### src/sv/priority_round_robin_selector_defines.svh
// Assertion macros shared by the selector modules
`ifndef PRIORITY_ROUND_ROBIN_SELECTOR_DEFINES_SVH
`define PRIORITY_ROUND_ROBIN_SELECTOR_DEFINES_SVH

`ifndef SYNTHESIS
// check on every clock edge outside reset
`define PRRS_ASSERT(lbl, prop) \
  lbl: assert property (@(posedge clk) disable iff (!rst_n) prop) \
    else $error("prrs assertion failed");
// check on every clock edge, reset included
`define PRRS_ASSERT_ALWAYS(lbl, prop) \
  lbl: assert property (@(posedge clk) prop) \
    else $error("prrs assertion failed");
`else
`define PRRS_ASSERT(lbl, prop)
`define PRRS_ASSERT_ALWAYS(lbl, prop)
`endif

`endif

### src/sv/prrs_pkg.sv
package prrs_pkg;

  localparam int PRIORITY_LEVELS_DEF = 4;
  localparam int MAX_CANDIDATES_DEF  = 16;

  localparam int OWNER_W = 16;
  localparam int PRIO_W  = 3;
  localparam int INDEX_W = 4;

  localparam logic [OWNER_W-1:0] SENTINEL_OWNER = '1;

  typedef enum logic [1:0] {
    FUNC_CAND   = 2'd0,
    FUNC_EMPTY  = 2'd1,
    FUNC_CLEAR  = 2'd2,
    FUNC_UNUSED = 2'd3
  } func_t;

  typedef enum logic [1:0] {
    STATUS_SELECTED   = 2'd0,
    STATUS_NONE_READY = 2'd1,
    STATUS_INVALID    = 2'd2,
    STATUS_TOO_MANY   = 2'd3
  } status_t;

  typedef struct packed {
    func_t               func;
    logic                ready_req;
    logic [PRIO_W-1:0]   priority_req;
    logic [OWNER_W-1:0]  owner;
    logic                last;
  } in_item_t;

  typedef struct packed {
    status_t             status;
    logic [INDEX_W-1:0]  index;
  } out_item_t;

  typedef enum logic {
    ST_COLLECT = 1'b0,
    ST_CLOSE   = 1'b1
  } state_t;

  typedef struct packed {
    logic take;
    logic empty;
    logic wipe;
    logic close;
  } ctrl_cmd_t;

  typedef struct packed {
    logic out_free;
  } dp_status_t;

endpackage

### src/sv/prrs_ctrl.sv
`include "priority_round_robin_selector_defines.svh"

module prrs_ctrl
  import prrs_pkg::*;
(
  input  logic       clk,
  input  logic       rst_n,
  input  logic       in_valid,
  input  func_t      in_func,
  input  logic       in_last,
  output logic       in_stall,
  input  dp_status_t dp_status,
  output ctrl_cmd_t  cmd
);

  state_t state_r, state_nxt;
  logic   accept;

  always_ff @(posedge clk) begin
    if (!rst_n) begin
      state_r <= ST_COLLECT;
    end else begin
      state_r <= state_nxt;
    end
  end

  // stall every item in the close state; hold an empty round back while the output register cannot take it
  always_comb begin
    in_stall = (state_r == ST_CLOSE) ||
               (in_func == FUNC_EMPTY && !dp_status.out_free);
    accept   = in_valid && !in_stall;
  end

  always_comb begin
    state_nxt = state_r;
    unique case (state_r)
      ST_COLLECT: begin
        if (accept && in_func == FUNC_CAND && in_last) state_nxt = ST_CLOSE;
      end
      ST_CLOSE: begin
        if (dp_status.out_free) state_nxt = ST_COLLECT;
      end
      default: state_nxt = ST_COLLECT;
    endcase
  end

  always_comb begin
    cmd = '0;
    unique case (state_r)
      ST_COLLECT: begin
        cmd.take  = accept && in_func == FUNC_CAND;
        cmd.empty = accept && in_func == FUNC_EMPTY;
        cmd.wipe  = accept && in_func == FUNC_CLEAR;
      end
      ST_CLOSE: begin
        cmd.close = dp_status.out_free;
      end
      default: cmd = '0;
    endcase
  end

  `PRRS_ASSERT(a_one_cmd, $onehot0({cmd.take, cmd.empty, cmd.wipe, cmd.close}))
  `PRRS_ASSERT(a_last_closes, (cmd.take && in_last) |=> state_r == ST_CLOSE)
  `PRRS_ASSERT(a_close_waits, (state_r == ST_CLOSE && !dp_status.out_free) |=> state_r == ST_CLOSE)

endmodule

### src/sv/prrs_dp.sv
`include "priority_round_robin_selector_defines.svh"

module prrs_dp
  import prrs_pkg::*;
#(
  parameter int PRIORITY_LEVELS = PRIORITY_LEVELS_DEF,
  parameter int MAX_CANDIDATES  = MAX_CANDIDATES_DEF
)(
  input  logic       clk,
  input  logic       rst_n,
  input  in_item_t   in_data,
  input  ctrl_cmd_t  cmd,
  output dp_status_t dp_status,
  input  logic       out_stall,
  output logic       out_valid,
  output out_item_t  out_data
);

  localparam int CNT_W = $clog2(MAX_CANDIDATES + 2);
  localparam int LVL_W = (PRIORITY_LEVELS > 1) ? $clog2(PRIORITY_LEVELS) : 1;
  localparam logic [CNT_W-1:0]  CNT_MAX  = CNT_W'(MAX_CANDIDATES);
  localparam logic [PRIO_W:0]   PRIO_LIM = (PRIO_W + 1)'(PRIORITY_LEVELS);

  logic [OWNER_W-1:0] rem_owner_r  [PRIORITY_LEVELS];
  logic [OWNER_W-1:0] rem_owner_nxt[PRIORITY_LEVELS];
  logic               rem_valid_r  [PRIORITY_LEVELS];
  logic               rem_valid_nxt[PRIORITY_LEVELS];
  logic [OWNER_W-1:0] above_owner_r  [PRIORITY_LEVELS];
  logic [OWNER_W-1:0] above_owner_nxt[PRIORITY_LEVELS];
  logic [INDEX_W-1:0] above_index_r  [PRIORITY_LEVELS];
  logic [INDEX_W-1:0] above_index_nxt[PRIORITY_LEVELS];
  logic [OWNER_W-1:0] min_owner_r  [PRIORITY_LEVELS];
  logic [OWNER_W-1:0] min_owner_nxt[PRIORITY_LEVELS];
  logic [INDEX_W-1:0] min_index_r  [PRIORITY_LEVELS];
  logic [INDEX_W-1:0] min_index_nxt[PRIORITY_LEVELS];
  logic               has_ready_r  [PRIORITY_LEVELS];
  logic               has_ready_nxt[PRIORITY_LEVELS];

  logic [CNT_W-1:0] round_count_r, round_count_nxt;
  logic             saw_invalid_r, saw_invalid_nxt;
  logic             out_valid_r, out_valid_nxt;
  out_item_t        out_data_r, out_data_nxt;

  logic [CNT_W+INDEX_W-1:0] pos_wide;
  logic [INDEX_W-1:0]       pos_idx;
  logic                     in_range;
  logic                     prio_ok;
  logic                     any_ready;
  logic [LVL_W-1:0]         win_lvl;
  logic [OWNER_W-1:0]       win_owner;
  logic [INDEX_W-1:0]       win_index;
  out_item_t                close_item;

  assign dp_status.out_free = !out_valid_r || !out_stall;
  assign out_valid = out_valid_r;
  assign out_data  = out_data_r;

  // pick the lowest ready level and its winner from the stored accumulators, and form the result status
  always_comb begin
    any_ready = 1'b0;
    win_lvl   = '0;
    for (int lv = PRIORITY_LEVELS - 1; lv >= 0; lv--) begin
      if (has_ready_r[lv]) begin
        any_ready = 1'b1;
        win_lvl   = LVL_W'(lv);
      end
    end
    win_owner = min_owner_r[0];
    win_index = min_index_r[0];
    for (int lv = 0; lv < PRIORITY_LEVELS; lv++) begin
      if (win_lvl == LVL_W'(lv)) begin
        if (above_owner_r[lv] != SENTINEL_OWNER) begin
          win_owner = above_owner_r[lv];
          win_index = above_index_r[lv];
        end else begin
          win_owner = min_owner_r[lv];
          win_index = min_index_r[lv];
        end
      end
    end
    close_item.status = STATUS_NONE_READY;
    close_item.index  = '0;
    priority if (round_count_r > CNT_MAX) begin
      close_item.status = STATUS_TOO_MANY;
    end else if (saw_invalid_r) begin
      close_item.status = STATUS_INVALID;
    end else if (any_ready) begin
      close_item.status = STATUS_SELECTED;
      close_item.index  = win_index;
    end
  end

  always_comb begin
    pos_wide = (CNT_W + INDEX_W)'(round_count_r);
    pos_idx  = pos_wide[INDEX_W-1:0];
    in_range = round_count_r < CNT_MAX;
    prio_ok  = {1'b0, in_data.priority_req} < PRIO_LIM;

    round_count_nxt = round_count_r;
    saw_invalid_nxt = saw_invalid_r;
    for (int lv = 0; lv < PRIORITY_LEVELS; lv++) begin
      rem_owner_nxt[lv]   = rem_owner_r[lv];
      rem_valid_nxt[lv]   = rem_valid_r[lv];
      above_owner_nxt[lv] = above_owner_r[lv];
      above_index_nxt[lv] = above_index_r[lv];
      min_owner_nxt[lv]   = min_owner_r[lv];
      min_index_nxt[lv]   = min_index_r[lv];
      has_ready_nxt[lv]   = has_ready_r[lv];
    end

    if (cmd.take) begin
      if (round_count_r <= CNT_MAX) round_count_nxt = round_count_r + 1'b1;
      // candidates past the limit only count
      if (in_range && !prio_ok) saw_invalid_nxt = 1'b1;
      for (int lv = 0; lv < PRIORITY_LEVELS; lv++) begin
        if (in_range && prio_ok && in_data.ready_req &&
            in_data.priority_req == PRIO_W'(lv)) begin
          if (!has_ready_r[lv] || in_data.owner < min_owner_r[lv]) begin
            min_owner_nxt[lv] = in_data.owner;
            min_index_nxt[lv] = pos_idx;
          end
          has_ready_nxt[lv] = 1'b1;
          if (rem_valid_r[lv] && in_data.owner > rem_owner_r[lv] &&
              in_data.owner < above_owner_r[lv]) begin
            above_owner_nxt[lv] = in_data.owner;
            above_index_nxt[lv] = pos_idx;
          end
        end
      end
    end

    if (cmd.close && close_item.status == STATUS_SELECTED) begin
      for (int lv = 0; lv < PRIORITY_LEVELS; lv++) begin
        if (win_lvl == LVL_W'(lv)) begin
          rem_owner_nxt[lv] = win_owner;
          rem_valid_nxt[lv] = 1'b1;
        end
      end
    end

    // drop the round after a result or a clear
    if (cmd.close || cmd.empty || cmd.wipe) begin
      round_count_nxt = '0;
      saw_invalid_nxt = 1'b0;
      for (int lv = 0; lv < PRIORITY_LEVELS; lv++) begin
        above_owner_nxt[lv] = SENTINEL_OWNER;
        above_index_nxt[lv] = '0;
        min_owner_nxt[lv]   = SENTINEL_OWNER;
        min_index_nxt[lv]   = '0;
        has_ready_nxt[lv]   = 1'b0;
      end
    end

    if (cmd.wipe) begin
      for (int lv = 0; lv < PRIORITY_LEVELS; lv++) begin
        rem_owner_nxt[lv] = '0;
        rem_valid_nxt[lv] = 1'b0;
      end
    end

    out_valid_nxt = out_valid_r && out_stall;
    out_data_nxt  = out_data_r;
    if (cmd.close) begin
      out_valid_nxt = 1'b1;
      out_data_nxt  = close_item;
    end else if (cmd.empty) begin
      out_valid_nxt = 1'b1;
      out_data_nxt  = '{status: STATUS_NONE_READY, index: '0};
    end
  end

  always_ff @(posedge clk) begin
    if (!rst_n) begin
      round_count_r <= '0;
      saw_invalid_r <= 1'b0;
      out_valid_r   <= 1'b0;
      for (int lv = 0; lv < PRIORITY_LEVELS; lv++) begin
        rem_owner_r[lv]   <= '0;
        rem_valid_r[lv]   <= 1'b0;
        above_owner_r[lv] <= SENTINEL_OWNER;
        above_index_r[lv] <= '0;
        min_owner_r[lv]   <= SENTINEL_OWNER;
        min_index_r[lv]   <= '0;
        has_ready_r[lv]   <= 1'b0;
      end
    end else begin
      round_count_r <= round_count_nxt;
      saw_invalid_r <= saw_invalid_nxt;
      out_valid_r   <= out_valid_nxt;
      for (int lv = 0; lv < PRIORITY_LEVELS; lv++) begin
        rem_owner_r[lv]   <= rem_owner_nxt[lv];
        rem_valid_r[lv]   <= rem_valid_nxt[lv];
        above_owner_r[lv] <= above_owner_nxt[lv];
        above_index_r[lv] <= above_index_nxt[lv];
        min_owner_r[lv]   <= min_owner_nxt[lv];
        min_index_r[lv]   <= min_index_nxt[lv];
        has_ready_r[lv]   <= has_ready_nxt[lv];
      end
    end
  end

  always_ff @(posedge clk) begin
    out_data_r <= out_data_nxt;
  end

  `PRRS_ASSERT(a_close_loads, cmd.close |=> out_valid_r && round_count_r == '0)
  `PRRS_ASSERT(a_empty_status, cmd.empty |=> out_data_r.status == STATUS_NONE_READY)

endmodule

### src/sv/priority_round_robin_selector.sv
// Flow: a closing candidate moves the control into the close state, which loads
// the result into the output register once it is free; an empty round loads the
// output register on acceptance. Throughput: 1 candidate per cycle while in_stall
// is low; input stalls in the close state resolving the per-level accumulators.
// Reset: synchronous, active low; clears rotation memory and round accumulators.
`include "priority_round_robin_selector_defines.svh"

module priority_round_robin_selector
  import prrs_pkg::*;
#(
  parameter int PRIORITY_LEVELS = PRIORITY_LEVELS_DEF,
  parameter int MAX_CANDIDATES  = MAX_CANDIDATES_DEF
)(
  input  logic      clk,
  input  logic      rst_n,
  input  logic      in_valid,
  output logic      in_stall,
  input  in_item_t  in_data,
  output logic      out_valid,
  input  logic      out_stall,
  output out_item_t out_data
);

  ctrl_cmd_t  cmd;
  dp_status_t dp_status;

  prrs_ctrl u_ctrl (
    .clk       (clk),
    .rst_n     (rst_n),
    .in_valid  (in_valid),
    .in_func   (in_data.func),
    .in_last   (in_data.last),
    .in_stall  (in_stall),
    .dp_status (dp_status),
    .cmd       (cmd)
  );

  prrs_dp #(
    .PRIORITY_LEVELS (PRIORITY_LEVELS),
    .MAX_CANDIDATES  (MAX_CANDIDATES)
  ) u_dp (
    .clk       (clk),
    .rst_n     (rst_n),
    .in_data   (in_data),
    .cmd       (cmd),
    .dp_status (dp_status),
    .out_stall (out_stall),
    .out_valid (out_valid),
    .out_data  (out_data)
  );

endmodule

### config.mk
export PLATFORM = sky130hd
export DESIGN_NAME = priority_round_robin_selector
export DESIGN_NICKNAME = d
export VERILOG_FILES = /design/src/sv/prrs_pkg.sv /design/src/sv/prrs_ctrl.sv /design/src/sv/prrs_dp.sv /design/src/sv/priority_round_robin_selector.sv
export VERILOG_INCLUDE_DIRS = /design/src /design/src/sv
export SDC_FILE = /design/constraint.sdc
export NUM_CORES = 1
export LEC_CHECK = 0
export BUFFER_PORTS_ARGS = -buffer_cell sky130_fd_sc_hd__buf_4
export CELL_PAD_IN_SITES_DETAIL_PLACEMENT = 1
export CELL_PAD_IN_SITES_GLOBAL_PLACEMENT = 2
export CORE_ASPECT_RATIO = 1.75
export CORE_MARGIN = 1.5
export CORE_UTILIZATION = 38
export DETAILED_ROUTE_END_ITERATION = 10
export PLACE_DENSITY_LB_ADDON = 0.1
export SETUP_SLACK_MARGIN = 0.15
export SYNTH_ARGS = -nofsm -noshare
export SYNTH_HDL_FRONTEND = slang
export SYNTH_SLANG_ARGS = --single-unit
### constraint.sdc
create_clock -name clk -period 4 [get_ports clk]
set_input_delay 0.2 -clock clk [delete_from_list [all_inputs] [get_ports clk]]
set_output_delay 0.2 -clock clk [all_outputs]
set_load 0.01 [all_outputs]
# ---- Yosys cells after proc, flatten, opt, wreduce, memory -nomap -nowiden
# Memory sizes are Yosys's and may differ from the RTL's.
# Index checks and enable logic that the tools add are counted.
# Widths: inputs -> output; s select.
dict set report op_classes {
  addsub 1
  n_lt_le_gt_ge 16
  n_eq_ne 12
  mux 125
  bitwise_logic 30
  reduce_logical 48
}
# cell n
set op_table {}
lappend op_table {{$mux 16} 43}
lappend op_table {{$mux 64} 6}
lappend op_table {{$mux 4} 38}
lappend op_table {{$lt 16x16->1} 8}
lappend op_table {{$gt 16x16->1} 4}
lappend op_table {{$ne 16x16->1 const B} 4}
lappend op_table {{$or 1x1->1} 28}
lappend op_table {{$mux 1} 27}
lappend op_table {{$logic_and 1x1->1} 23}
lappend op_table {{$mux 2} 6}
lappend op_table {{$mux 6} 2}
lappend op_table {{$logic_not 1->1} 9}
lappend op_table {{$logic_or 1x1->1} 8}
lappend op_table {{$eq 2x2->1 const B} 3}
lappend op_table {{$eq 3x2->1 const B} 2}
lappend op_table {{$logic_not 2->1} 3}
lappend op_table {{$add 5x1->5 const B} 1}
lappend op_table {{$gt 5x5->1 const B} 1}
lappend op_table {{$le 5x5->1 const B} 1}
lappend op_table {{$lt 5x5->1 const B} 1}
lappend op_table {{$mux 5} 1}
lappend op_table {{$eq 2x1->1 const B} 2}
lappend op_table {{$reduce_and 2->1} 2}
lappend op_table {{$eq 3x1->1 const B} 1}
lappend op_table {{7 further kinds} 8}
dict set report totals {
  ff_bits 14
  ram_bits 232
  out_inout_bits 8
  memories 7
}
# name words word_bits rd rd_ports_with_merged_regs wr line_no
set mem_list {}
lappend mem_list {u_dp.above_owner_r 4 16 4 0 4 prrs_dp.sv:28} ;# logic [OWNER_W-1:0] above_owner_r [PRIORITY_LEVELS];
lappend mem_list {u_dp.min_owner_r 4 16 4 0 4 prrs_dp.sv:32} ;# logic [OWNER_W-1:0] min_owner_r [PRIORITY_LEVELS];
lappend mem_list {u_dp.rem_owner_r 4 16 4 0 4 prrs_dp.sv:24} ;# logic [OWNER_W-1:0] rem_owner_r [PRIORITY_LEVELS];
lappend mem_list {u_dp.above_index_r 4 4 4 0 4 prrs_dp.sv:30} ;# logic [INDEX_W-1:0] above_index_r [PRIORITY_LEVELS];
lappend mem_list {u_dp.min_index_r 4 4 4 0 4 prrs_dp.sv:34} ;# logic [INDEX_W-1:0] min_index_r [PRIORITY_LEVELS];
lappend mem_list {u_dp.has_ready_r 4 1 4 0 4 prrs_dp.sv:36} ;# logic has_ready_r [PRIORITY_LEVELS];
lappend mem_list {{1 more memories} - - - - - -}

# ---- Logic depth before layout (Yosys ltp)
# Gate-level depths: netlist (run 1).
# An unclocked memory read counts as a cell.
dict set report depth {
  ltp_word 18
  depth_mapped 10
  ltp_nobuf 8
}

# ---- Cells and area by module
# Synthesis (run 1) repeated with hierarchy kept, for this count alone.
dict set report hier_totals {
  cells_unflattened 1699
  hier_area_um2 14366.3
}
# mod instances cells_per_inst area_per_inst_um2 seq_area_each_um2
set by_module_without_submodules {}
lappend by_module_without_submodules {prrs_dp 1 1688 14259.9 5024.8}
lappend by_module_without_submodules {prrs_ctrl 1 11 106.4 20.0}

# ---- Least setup slack after synthesis (run 1)
# No wires, ideal clock.
dict set report synth_path {
  path_type {flip-flop to flip-flop}
  from {memory u_dp.rem_owner_r[3][15], in the netlist u_dp.rem_owner_r[0][63]}
  to {memory u_dp.above_owner_r[3][0]}
  setup_ns 0.136
  t_arrival_ns 2.109
  required_ns 3.864
  slack_ns 1.755
  path_stages_with_launch 10
  path_buffers 1
  synth_period_minus_slack_ns 2.245
  cell_sequence {dfxtp_1 > inv_1 > ha_1 > nand3_1 > or4_2 > a21oi_1 > nor3_1 > a211o_1 > buf_6 > mux2i_1}
}
# element line_no
set synth_rtl {}
lappend synth_rtl {{start: declaration} prrs_dp.sv:24}
lappend synth_rtl {{end: declaration} prrs_dp.sv:28}

==> results.md, run 1 <==
* Critical Path AT at 3.46 ns
* Endpoint class of the critical path: flip-flop
* Post-DR vias/cell at 5.69
* Simple-gate portion of the synthesized area at 15.7%
* First-pass GRT wire length at 85300 um
* Detailed Route WL at 58100 um
* Setup-failing EPs final at 0
* IO buf count at 34
* Crit Path Max Fanout at 19
* Number of slew-limit violations in the final report at 0
* Number of placement rows at 95
* Hold Violations, Final at 0
* Number of distinct library cells after synthesis at 69
* Cell count after synthesis at 1692
* Register bit total from synthesis at 246
* Max_cap viols at 0
* Starting utilization of the core area at 38.4%
* Kind of launch point of the worst setup path: flip-flop
* Compound-Gate Fraction of Synth Area at 14.2%
* Pre-CTS setup slack at 0.970 ns
* Via count of the first global-routing pass at 13400
* Floorplan Core Area at 38300 um^2
* Internal cell power at 4.34 mW
* Area growth from synthesis to layout at 12.5%
* Part of the power in registers at 42.8%
* Post-synthesis async set-or-reset flop share at 0%
* Final worst clock skew at 0.0134 ns
* Wirelength per Cell at 26.1 um
* Number of warning messages in the yosys log at 0
* Setup TNS at 0 ns
* Number of nets at the end of the flow at 1939
* Area of the die at 39900 um^2
* Post-Synth Adder-Cell Area at 15.8%
* Upper clock frequency limit at 327 MHz
* Number of nets with antenna violations after detailed routing at 0
* Clock Latency Late Sink at 0.55 ns
* Width of the chip at 152 um
* Worst vdd rail ir drop at 0.000261 V
* Tightest Hold Check Type: primary input to flip-flop
* Vias at 12700
* Synthesized Nets at 1905
* Clock root buffer master: sky130_fd_sc_hd__clkbuf_16
* Net switching power at 1.50 mW
* Fraction of final layout cells with drive strength greater than 1 at 7.97%
* Detailed Route Iter0 Violations at 521
* Most common cell after layout, fill and taps aside: sky130_fd_sc_hd__dfxtp_1
* CTS tree: built
* Tightest slew margin relative to the limit at 21.8%
* Most instantiated flip-flop cell in the synthesis netlist: sky130_fd_sc_hd__dfxtp_1
* Share of the cycle needed by the critical path after routing at 76.5%
* Part of the total power dissipated in the clock network at 47.6%
* Worst setup path category: flip-flop to flip-flop
* Detailed-route DRC error count at 0
* Buffer depth of the longest clock path at 3
* Number of iterations in the first detailed-routing pass at 4
* XOR/XNOR Fraction of Synth Area at 0.179%
* Main combinational cell family by area after synthesis: adder cells
* Unrepaired setup endpoints after global routing: no
* Ant diodes at 0
* Routability congestion estimate at 0.892
* Portion of netlist area occupied by mux cells at 12.3%
* Proportion of total power due to net switching at 25.7%
* Area of the mapped netlist at 14700 um^2
* Seq/Total Area, Yosys at 34.3%
* IO Pins at 35
* FF-to-FF setup slack at 0.94 ns
* Combinational power share at 9.7%
* Detail Placement HPWL at 43900 um
* Post-layout worst setup margin at 0.939 ns
* Top library cells by usage in the layout, fill and taps aside: sky130_fd_sc_hd__dfxtp_1 (234), sky130_fd_sc_hd__nor2_1 (230), sky130_fd_sc_hd__inv_1 (189)
* Tot GR Track Use at 29.5%
* Required time at the endpoint of the critical path at 4.40 ns
* Power density over the cells at 353 nW/um^2
* Post-CTS Setup Bufs at 0
* Pleak at 8.66 nW
* Post-synth EDFFs at 12
* Clock transition time at the flip-flop clock pins of the worst setup and hold paths at 0.07 ns
* Min Clock Period, post-route at 3.06 ns
* Number of antenna violations at the first check in global routing at 0
* Clk sinks at 246
* Clock buffer count from CTS at 27
* H-tree levels at 1
* Synth Area per Inst at 8.69 um^2
* Total gr overflow at 0
* Largest net degree at the start of global routing at 50
* Result of the run: finished, final reports clean
* Die Height at 263 um
* Worst-Margin Slew at 1.17 ns
[synth_stat cells, types with 35 or more instances]
library cell	number	share of area (%)
sky130_fd_sc_hd__dfxtp_1	234	32
sky130_fd_sc_hd__nor2_1	230	5.9
sky130_fd_sc_hd__inv_1	189	4.8
sky130_fd_sc_hd__ha_1	186	16
sky130_fd_sc_hd__mux2i_1	181	12
sky130_fd_sc_hd__nand2_1	97	2.5
sky130_fd_sc_hd__a21oi_1	92	3.1
sky130_fd_sc_hd__o21ai_0	47	1.6
sky130_fd_sc_hd__clkbuf_1	46	1.2
sky130_fd_sc_hd__nand4_1	45	1.9
sky130_fd_sc_hd__a21o_1	41	2.1
sky130_fd_sc_hd__a211oi_1	35	1.8
sky130_fd_sc_hd__nand3_1	35	1.2
[what timing repair did]
action,in CTS,in global routing
gates resized for setup,0,0
setup endpoints to repair,0,0
hold buffers,6,0
hold endpoints to repair,3,0
[critical path, stage by stage (launching register included)]
cell,delay (ns)
sky130_fd_sc_hd__dfxtp_1,0.45
sky130_fd_sc_hd__nand4_1,0.31
sky130_fd_sc_hd__or4_1,1.04
sky130_fd_sc_hd__and3_1,0.40
sky130_fd_sc_hd__a2111oi_2,0.57
sky130_fd_sc_hd__a21oi_1,0.14
[final timing paths]
path	from	to	depth (start not counted)
hold / removal	in_data[17]	u_dp.has_ready_r[3]$_DFF_P_	3
setup / recovery	u_dp.above_owner_r[1][11]$_SDFFE_PP1P_	u_dp.rem_owner_r[0][37]$_SDFFE_PP0P_	5
setup reg to reg	u_dp.above_owner_r[1][11]$_SDFFE_PP1P_	u_dp.rem_owner_r[0][37]$_SDFFE_PP0P_	5
hold reg to reg	u_dp.rem_owner_r[0][50]$_SDFFE_PP0P_	u_dp.rem_owner_r[0][50]$_SDFFE_PP0P_	2
[through the flow]
step | power, mW | cell area, um^2 | std cells | hold slack (ns) | util, %
floorplan | 2.84 | 14700 | 1692 | 0.328 | -
global placement | 3.10 | 15500 | 2176 | 0.440 | 40.5
detailed placement | 3.11 | 15500 | 2176 | 0.448 | 40.5
CTS | 5.89 | 16500 | 2230 | 0.0486 | 43.2
global route | 6.04 | 16500 | 2230 | 0.0604 | 43.2
finish | 5.84 | 16500 | 2230 | 0.0833 | 43.2
[power groups by stage]
stage,logic (mW),clock network [mW],registers (mW)
2_1_floorplan,0.292,0,2.54
3_3_place_gp,0.554,0,2.55
3_5_place_dp,0.562,0,2.55
4_1_cts,0.568,2.83,2.50
5_1_grt,0.613,2.93,2.50
6_report,0.566,2.78,2.50
[flip-flops by register name (all words and copies together) (netlist names)]
register,count
u_dp.saw_invalid_r,1
u_dp.rem_valid_r,4
u_dp.round_count_r,5
u_dp.rem_owner_r,64
u_ctrl.state_r,1
u_dp.above_index_r,16
u_dp.out_data,6
u_dp.min_owner_r,64
u_dp.above_owner_r,64
u_dp.min_index_r,16
u_dp.has_ready_r,4
u_dp.out_valid,1
[layout make-up]
class	instances	area, um^2
Fill cell	4504	21700
Sequential cell	246	5040
Multi-Input combinational cell	1184	8590
Inverter	189	709
Tap cell	485	607
Timing Repair Buffer	78	613
Clock inverter	12	196
Clock buffer	36	781
[routing by layer]
metal / vias up / GRT usage (%) / share of wire (%)
met2: 249 / 54.8 / 53
met4: 0 / 17.6 / 7.0
met1: 6288 / 30.9 / 37
met3: 125 / 3.47 / 3.1
met5: - / 0 / 0
li1: 6027 / - / -
[logic make-up after synthesis]
logic type / Yosys count
fa+ha+maj: 186
simple gates: 498
compound gates: 316
xor+xnor: 3
buf+inv: 262
flops: 246
mux: 181
(Power assumes the default switching activity.)
==> inputs of run 2 (changes only) <==
Clock period 4 ns to 3 ns, I/O delays scaled along.
==> results.md, run 2 (same netlist as run 1, synthesis figures left out) <==
* Result of the run: finished, final reports clean
* Length of routed met3 wiring at 1020 um (-43%)
* Hold Worst Slack at 0.0773 ns (-0.00600 ns)
* Worst reg2reg startpoint: u_dp.rem_owner_r[0][11]$_SDFFE_PP0P_
* Critical Path AT at 3.29 ns (-0.17 ns)
* Cell area after placement at 15900 um^2 (+2.4%)
* Worst-Margin Slew at 1.17 ns (+0.00526 ns)
* First-pass GRT wire length at 84900 um (-0.47%)
* Clk sinks at 246 (unchanged)
* Width of the chip at 152 um (unchanged)
* Number of slew-limit violations in the final report at 0 (unchanged)
* Detailed-route DRC error count at 0 (unchanged)
* Area growth from synthesis to layout at 15.1%
* Clock transition time at the flip-flop clock pins of the worst setup and hold paths at 0.07 ns (about the same)
* Final worst clock skew at 0.0131 ns (-0.000322 ns)
* Number of antenna violations at the first check in global routing at 2 (+2)
* Detailed Route Iter0 Violations at 415 (-20%)
* Cell area after layout at 16900 um^2 (+2.3%)
* Wirelength per Cell at 25.0 um (-3.9%)
* Number of placement rows at 95 (unchanged)
* H-tree levels at 1 (unchanged)
* CTS tree: built
* Most common cell after layout, fill and taps aside: sky130_fd_sc_hd__dfxtp_1
* Min Clock Period, post-route at 2.80 ns (-0.265 ns)
* Met2 WL post-DR at 30500 um (-0.34%)
* Top Registers: u_dp.above_owner_r (64), u_dp.min_owner_r (64), u_dp.rem_owner_r (64)
* Crit Path Max Fanout at 20 (+1)
* Detail Placement HPWL at 43400 um (-1.3%)
* FF-to-FF setup slack at 0.20 ns (-0.74 ns)
* Largest net degree at the start of global routing at 50 (unchanged)
* Unrepaired setup endpoints after global routing: no
* Setup-failing EPs final at 0 (unchanged)
* Pleak at 8.88 nW (+2.5%)
* Routability congestion estimate at 0.872 (-2.3%)
* End point of the critical path: u_dp.above_owner_r[0][1]$_SDFFE_PP1P_
* Hold Violations, Final at 0 (unchanged)
* Area of the die at 39900 um^2 (unchanged)
* Buffer depth of the longest clock path at 3 (unchanged)
* Startpoint of the most critical setup path: u_dp.rem_owner_r[0][11]$_SDFFE_PP0P_
* Tot GR Track Use at 29.2% (-0.40 points)
* Via count of the first global-routing pass at 13900 (+3.6%)
* Upper clock frequency limit at 358 MHz (+9.5%)
* Tightest Hold Check Type: primary input to flip-flop
* Total gr overflow at 0 (unchanged)
* Detailed Route WL at 57100 um (-1.8%)
* Starting utilization of the core area at 38.4% (unchanged)
* Pre-CTS setup slack at -0.0185 ns (-0.988 ns)
* Share of the cycle needed by the critical path after routing at 93.2% (+17 points)
* Top library cells by usage in the layout, fill and taps aside: sky130_fd_sc_hd__dfxtp_1 (234), sky130_fd_sc_hd__nor2_1 (230), sky130_fd_sc_hd__inv_1 (189)
* Clock Latency Late Sink at 0.57 ns (+0.02 ns)
* Post-DR vias/cell at 5.63 (-1.1%)
* Post-layout worst setup margin at 0.204 ns (-0.735 ns)
* Worst vdd rail ir drop at 0.000446 V (+71%)
* Max_cap viols at 0 (unchanged)
* IO buf count at 34 (unchanged)
* Number of iterations in the first detailed-routing pass at 4 (unchanged)
* Number of nets at the end of the flow at 1984 (+2.3%)
* Clock buffer count from CTS at 27 (unchanged)
* Clock root buffer master: sky130_fd_sc_hd__clkbuf_16
* Worst setup path category: flip-flop to flip-flop
* Critical register-to-register path endpoint: u_dp.above_owner_r[0][1]$_SDFFE_PP1P_
* Die Height at 263 um (unchanged)
* Fraction of final layout cells with drive strength greater than 1 at 10.3% (+2.4 points)
* Top layer in use: met4
* IO Pins at 35 (unchanged)
* Required time at the endpoint of the critical path at 3.49 ns (-0.91 ns)
* Detailed-routing wirelength on met1 at 21400 um (-1.1%)
* Endpoint class of the critical path: flip-flop
* Number of nets with antenna violations after detailed routing at 0 (unchanged)
* Post-CTS Setup Bufs at 0 (unchanged)
* Worst-case reg-to-reg path depth at 9 (+4)
* Vias at 12800 (+1.0%)
* Tightest slew margin relative to the limit at 21.5% (-0.35 points)
* Kind of launch point of the worst setup path: flip-flop
* Power density over the cells at 454 nW/um^2 (+29%)
* Floorplan Core Area at 38300 um^2 (unchanged)
run 2: cell types whose count changed in the layout (fill, tap and decap cells not counted), moves of 2 or more:
cell,previous run,this run
sky130_fd_sc_hd__buf_4,71,107
sky130_fd_sc_hd__buf_12,1,6
sky130_fd_sc_hd__clkinv_2,3,7
sky130_fd_sc_hd__clkbuf_8,5,2
sky130_fd_sc_hd__dlygate4sd3_1,6,9
sky130_fd_sc_hd__diode_2,0,2
run 2: worst min-delay path by stage:
stage / startpoint / end / slack (ns) / cells after the start
after floorplan: rst_n / u_ctrl.state_r$_SDFF_PN0_ / 0.28 / 1
after global placement: rst_n / u_ctrl.state_r$_SDFF_PN0_ / 0.41 / 2
after detailed placement: rst_n / u_ctrl.state_r$_SDFF_PN0_ / 0.41 / 2
after CTS: out_stall / u_dp.out_data[5]$_SDFFCE_PN0P_ / 0.06 / 3
after global routing: out_stall / u_dp.out_data[5]$_SDFFCE_PN0P_ / 0.09 / 3
final: out_stall / u_dp.out_data[5]$_SDFFCE_PN0P_ / 0.08 / 3
run 2: cell type report:
| cell class | count | area, um^2 |
|---|---|---|
| Fill cell | 4549 | 21400 |
| Antenna cell | 2 | 5.00 |
| Inverter | 189 | 709 |
| Sequential cell | 246 | 5040 |
| Timing Repair Buffer | 123 | 1020 |
| Clock buffer | 31 | 711 |
| Multi-Input combinational cell | 1184 | 8600 |
| Tap cell | 485 | 607 |
| Clock inverter | 19 | 218 |
run 2: repair_timing:
action	CTS	global route
endpoints found under the hold margin	4	0
resized for setup	1	2
pin swaps	0	0
hold buffers	9	0
setup endpoints to repair	20	13
run 2: layer usage:
metal	track usage (%)	up-vias
li1	-	6120
met1	30.1	6379
met2	54.7	189
met3	2.41	133
met4	18.7	0
met5	0	-
run 2: power by group:
group / internal (mW) / total (mW) / leakage [nW] / switching [mW]
clock: 2.05 / 3.58 / 0.451 / 1.53
sequential: 3.31 / 3.33 / 2.01 / 0.0197
combinational: 0.247 / 0.771 / 6.42 / 0.524
run 2: per-stage QoR:
step	setup TNS (ns)	instances	utilization (%)	total power [mW]
floorplan	0	1692	-	3.78
global placement	0	2218	41.5	4.15
detailed placement	-0.0185	2218	41.5	4.17
CTS	0	2277	44.2	7.78
global route	0	2279	44.2	7.94
finish	0	2279	44.2	7.68
run 2: critical path: stages (launching register included):
cell	delay [ns]
sky130_fd_sc_hd__dfxtp_1	0.31
sky130_fd_sc_hd__inv_1	0.08
sky130_fd_sc_hd__ha_1	0.36
sky130_fd_sc_hd__nand4_1	0.22
sky130_fd_sc_hd__nor4_2	0.55
sky130_fd_sc_hd__and4_1	0.28
sky130_fd_sc_hd__or4_1	0.14
sky130_fd_sc_hd__a311o_1	0.12
sky130_fd_sc_hd__buf_4	0.38
sky130_fd_sc_hd__mux2i_1	0.26
